<file path="config.mk">
export PLATFORM = sky130hd
export DESIGN_NAME = bfac_mod
export DESIGN_NICKNAME = d
export VERILOG_FILES = /design/src/hdl/bfac_pkg.sv /design/src/hdl/bfac_mod.sv
export SDC_FILE = /design/constraint.sdc
export NUM_CORES = 1
export LEC_CHECK = 0
export ABC_AREA = 1
export BUFFER_PORTS_ARGS = -buffer_cell sky130_fd_sc_hd__buf_2
export CORE_MARGIN = 3
export CORE_UTILIZATION = 40
export DETAILED_ROUTE_END_ITERATION = 12
export GPL_TIMING_DRIVEN = 0
export HOLD_SLACK_MARGIN = 0.15
export PLACE_DENSITY = 0.67
export SLEW_MARGIN = 20
export SYNTH_ARGS = -nofsm -noshare
export SYNTH_HDL_FRONTEND = slang
export SYNTH_SLANG_ARGS = --single-unit
export TNS_END_PERCENT = 10
</file>
<file path="constraint.sdc">
create_clock -name clk -period 7.46 [get_ports clk]
set_input_delay 0 -clock clk [delete_from_list [all_inputs] [get_ports clk]]
set_output_delay 0 -clock clk [all_outputs]
set_load 0.01 [all_outputs]
</file>
<file path="src/hdl/bfac_pkg.sv">
package bfac_pkg;

  // field widths
  localparam int KEY_W   = 64;
  localparam int HALF_W  = 32;
  localparam int CFG_W   = 11;
  localparam int COUNT_W = 32;
  localparam int WORD_W  = 64;
  localparam int BIT_W   = 6;

  // serial remainder unit: one key bit per cycle, counter holds 0..KEY_W
  localparam int MOD_CNT_W = 7;

  // operation codes
  localparam logic OP_ADD   = 1'b0;
  localparam logic OP_CHECK = 1'b1;

  // filter size after reset
  localparam logic [CFG_W-1:0] FILTER_BITS_RESET = 11'd1000;

  // shift-add-xor mix, one step per cycle
  localparam int MIX_STEPS = 5;
  localparam int MIX_SH0   = 10;
  localparam int MIX_SH1   = 6;
  localparam int MIX_SH2   = 3;
  localparam int MIX_SH3   = 11;
  localparam int MIX_SH4   = 15;

  // second hash operand is key plus this
  localparam logic [KEY_W-1:0] KEY_OFFSET = 64'd3;

endpackage

</file>
<file path="src/hdl/bfac_mod.sv">
module bfac_mod #(
  parameter int SW = 11
) (
  input  logic                       clk,
  input  logic                       rst,
  input  logic                       start,
  input  logic [SW-1:0]              divisor,
  input  logic [bfac_pkg::KEY_W-1:0] dividend_a,
  input  logic [bfac_pkg::KEY_W-1:0] dividend_b,
  output logic [SW-1:0]              rem_a,
  output logic [SW-1:0]              rem_b,
  output logic [SW-1:0]              rem_ones,
  output logic                       done
);

  logic [bfac_pkg::KEY_W-1:0]     shift_a;
  logic [bfac_pkg::KEY_W-1:0]     shift_b;
  logic [SW-1:0]                  div;
  logic [bfac_pkg::MOD_CNT_W-1:0] cnt;

  // one restoring step: bring in a bit, subtract divisor if it fits
  function automatic logic [SW-1:0] rem_step(input logic [SW-1:0] r, input logic b,
                                             input logic [SW-1:0] d);
    logic [SW:0] ext;
    logic [SW:0] dext;
    ext  = {r, b};
    dext = {1'b0, d};
    if (ext >= dext) begin
      rem_step = SW'(ext - dext);
    end else begin
      rem_step = ext[SW-1:0];
    end
  endfunction

  // control: load, then one bit per cycle from the msb down
  always_ff @(posedge clk) begin
    if (rst) begin
      cnt  <= '0;
      done <= 1'b0;
    end else begin
      done <= 1'b0;
      if (start) begin
        cnt <= bfac_pkg::MOD_CNT_W'(bfac_pkg::KEY_W);
      end else if (cnt != '0) begin
        cnt <= cnt - 1'b1;
        if (cnt == bfac_pkg::MOD_CNT_W'(1)) begin
          done <= 1'b1;
        end
      end
    end
  end

  // three lanes share the divisor; the third divides the all-ones word
  always_ff @(posedge clk) begin
    if (start) begin
      shift_a  <= dividend_a;
      shift_b  <= dividend_b;
      div      <= divisor;
      rem_a    <= '0;
      rem_b    <= '0;
      rem_ones <= '0;
    end else if (cnt != '0) begin
      shift_a  <= {shift_a[bfac_pkg::KEY_W-2:0], 1'b0};
      shift_b  <= {shift_b[bfac_pkg::KEY_W-2:0], 1'b0};
      rem_a    <= rem_step(rem_a, shift_a[bfac_pkg::KEY_W-1], div);
      rem_b    <= rem_step(rem_b, shift_b[bfac_pkg::KEY_W-1], div);
      rem_ones <= rem_step(rem_ones, 1'b1, div);
    end
  end

endmodule

</file>
==> flow_summary_export.csv <==
group,metric,value,unit
status,outcome,"complete, no violations",
floorplanning,core-area,0.02305,sq mm
power_and_ir_drop,p_leak,6.498,nW
synthesis,syn_inst,1171,
setup_path,startpoint,"cnt[0]$_SDFFE_PP0P_",
sta,maxSlewViolCount,0,
floorplanning,die-width,160.6,microns
global_routing,antenna_found_initial,1,
setup_path,critical_path_class,"reg2reg",
synthesis,ys_types,38,
synthesis,synth-main-ff-cell,"edfxtp_1",
global_routing,first_global_vias,8904,
clock_network,cts.path.max_buffers,2,
setup_path,rr_endpoint,"shift_b[26]$_DFFE_PP_",
layout,fin_cells,1834,
floorplanning,start_util,41.45,%
floorplanning,io_pins,176,
clock_network,clk_pin_slew_worst_paths,0.08,ns
clock_network,cts_resized,0,
layout,final_cell_mix,"nand2_1, buf_2, dlygate4sd3_1, edfxtp_1, inv_1",
clock_network,clk_latency,0.44,ns
clock_network,post-cts-setup-buffer-count,0,
synthesis,syn_nets,1350,
power_and_ir_drop,vdd_drop_max,0.1631,mV
floorplanning,dieArea,0.02578,sq mm
job,maxCapViolations,0,
detailed_routing,finalWirelength,27080,microns
hold_path,hold_class,"in2reg",
layout,fill_cells,2002,
layout,final_common_cell,"nand2_1",
floorplanning,die_y,160.6,microns
synthesis,yosys.area.top_type,"edfxtp_1",
setup_path,ff2ff_path_depth,7,
place,globalplace.congestion,0.9122,
sta,rsz0062_at_grt,"no",
layout,drive_gt1_share,16.58,%
clock_network,cts_tree,"built",
clock_network,cts_buffers,17,
sta,relSlewSlack,62.14,%
detailed_routing,drc,0,
global_routing,grt_max_degree,94,
place,io_buffers,175,
setup_path,rr_startpoint,"cnt[0]$_SDFFE_PP0P_",
sta,period_minus_slack,2.322,ns
place,dp_slack,5.154,ns
synthesis,ys.warnings.count,0,
sta,worst_slack,5.138,ns
setup_path,regToRegSetupSlack,5.14,ns
clock_network,postCtsHoldBufs,141,
global_routing,grt-ovfl-total,0,
synthesis,synth_area,0.009555,sq mm
layout,nNetsFinal,1686,
clock_network,cts.sinks,180,
sta,max_freq,0.4307,GHz
synthesis,ys_seq_area_share,52.27,%
synthesis,avgSynthCellArea,8.160,sq um
synthesis,synth_area_leaders,"edfxtp_1, nand2_1, dfxtp_1",
synthesis,synth-edff-count,139,
setup_path,critPathLaunchType,"flip-flop",
global_routing,grt_pass1_wl,43720,microns
detailed_routing,first_iter_violations,721,
synthesis,async_flop_share,0,%
setup_path,path_max_fanout,93,
synthesis,synth_top_area_share,43.68,%
layout,syn_to_final_growth,35.12,%
floorplanning,std_cell_rows,55,
setup_path,cp-endpoint,"shift_b[26]$_DFFE_PP_",
clock_network,htreeDepth,4,
sta,final-hold-violation-count,0,
setup_path,worstPathRequired,7.54,ns
sta,fin_crit_sh,31.12,%
power_and_ir_drop,cellPowerDensity,301.4,mW/mm^2
detailed_routing,num_vias,8861,
global_routing,grt_use_total,21.03,%
place,hpwl,17030,microns
detailed_routing,wl_per_cell,14.77,microns
sta,worst_pin_slew,0.5679,ns
setup_path,critPathArrivalTime,2.40,ns
detailed_routing,final_antenna_net_count,0,
sta,fin_tns_setup,0,ns
synthesis,ys_seq_elements,180,
detailed_routing,via_per_inst,4.832,
sta,fin_skew,0.01089,ns
sta,setup_violations,0,
setup_path,end_kind,"flip-flop",
place,place_inst,1660,
clock_network,root_buffer,"clkbuf_16",
detailed_routing,drt-pass1-iter-count,5,
flip-flops by register name (all words and copies together) (netlist names):
signal	count
shift_a	64
rem_ones	11
rem_a	11
div	11
rem_b	11
cnt	7
done	1
shift_b	64
area by class of cell:
cell class                      count  area (sq um)  area share (%)
Buffer                             41         206.4           1.599
Sequential cell                   180          4995           38.69
Multi-Input combinational cell    831          3908           30.26
Tap cell                          313         391.6           3.033
Antenna cell                        1         2.502         0.01938
Clock buffer                       17         425.4           3.295
Timing Repair Buffer              317          2315           17.93
Inverter                          119         454.2           3.518
Clock inverter                     15         214.0           1.657
per-stage QoR:
| step | hold slack [ns] | util [%] | total power [W] | instance area [sq um] |
|---|---|---|---|---|
| CTS | 0.2460 | 55.99 | 0.003903 | 12910 |
| global placement | 0.1760 | 46.95 | 0.002847 | 10820 |
| detailed placement | 0.1747 | 47.10 | 0.002877 | 10860 |
| floorplan | 0.06907 | - | 0.002497 | 9555 |
| global route | 0.2626 | 56.01 | 0.004162 | 12910 |
| finish | 0.2640 | 56.01 | 0.003891 | 12910 |
how the worst min path moves through the flow:
| stage | to | slack [ns] | from | cells past startpoint |
|---|---|---|---|---|
| CTS | div[10]$_DFFE_PP_ | 0.25 | divisor[10] | 2 |
| finish | div[3]$_DFFE_PP_ | 0.26 | divisor[3] | 2 |
| detailed placement | cnt[6]$_SDFFE_PP0P_ | 0.17 | rst | 2 |
| floorplan | cnt[6]$_SDFFE_PP0P_ | 0.07 | rst | 1 |
| global route | div[3]$_DFFE_PP_ | 0.26 | divisor[3] | 2 |
| global placement | cnt[6]$_SDFFE_PP0P_ | 0.18 | rst | 2 |
logic make-up (layout without fill, tap and decap cells):
| family | Yosys count | in the layout | synth area share [%] |
|---|---|---|---|
| flops | 180 | 180 | 52.27 |
| other cells | 0 | 1 | 0 |
| buf+inv | 160 | 509 | 6.835 |
| compound gates | 35 | 35 | 2.082 |
| simple gates | 748 | 748 | 32.72 |
| fa+ha+maj | 37 | 37 | 5.081 |
| xor+xnor | 11 | 11 | 1.008 |
Yosys cell counts, types with 5 or more instances:
cell	number
nand2_1	583
nor2_1	26
nand4_1	37
o21ai_0	6
a21oi_1	15
buf_2	8
edfxtp_1	139
nor2_2	6
clkbuf_1	22
nand3_1	76
xnor2_1	9
buf_4	5
dfxtp_1	41
o21ai_1	5
inv_1	116
nand3_2	5
ha_1	34
critical path, cell delays in order (launching register included):
cell     delay, ns
dfxtp_1       0.40
inv_1         0.08
ha_1          0.26
nand4_2       0.22
nor2_2        0.06
buf_4         0.21
inv_8         0.24
buf_16        0.41
power by group:
| part | leakage [nW] | internal (W) | switching (W) | total (W) |
|---|---|---|---|---|
| Combinational | 4.39 | 0.000546 | 0.000841 | 0.00139 |
| Clock | 0.305 | 0.000470 | 0.000490 | 0.000959 |
| Sequential | 1.80 | 0.00141 | 0.000137 | 0.00154 |
| Total | 6.50 | 0.00242 | 0.00147 | 0.00389 |
layer usage:
| layer | GRT usage (%) | share of wire, % |
|---|---|---|
| met5 | 0 | 0 |
| met4 | 8.915 | 3.9 |
| met3 | 4.385 | 5.9 |
| met2 | 36.26 | 49 |
| met1 | 25.53 | 41 |
Power figures use the tool's default switching activity.
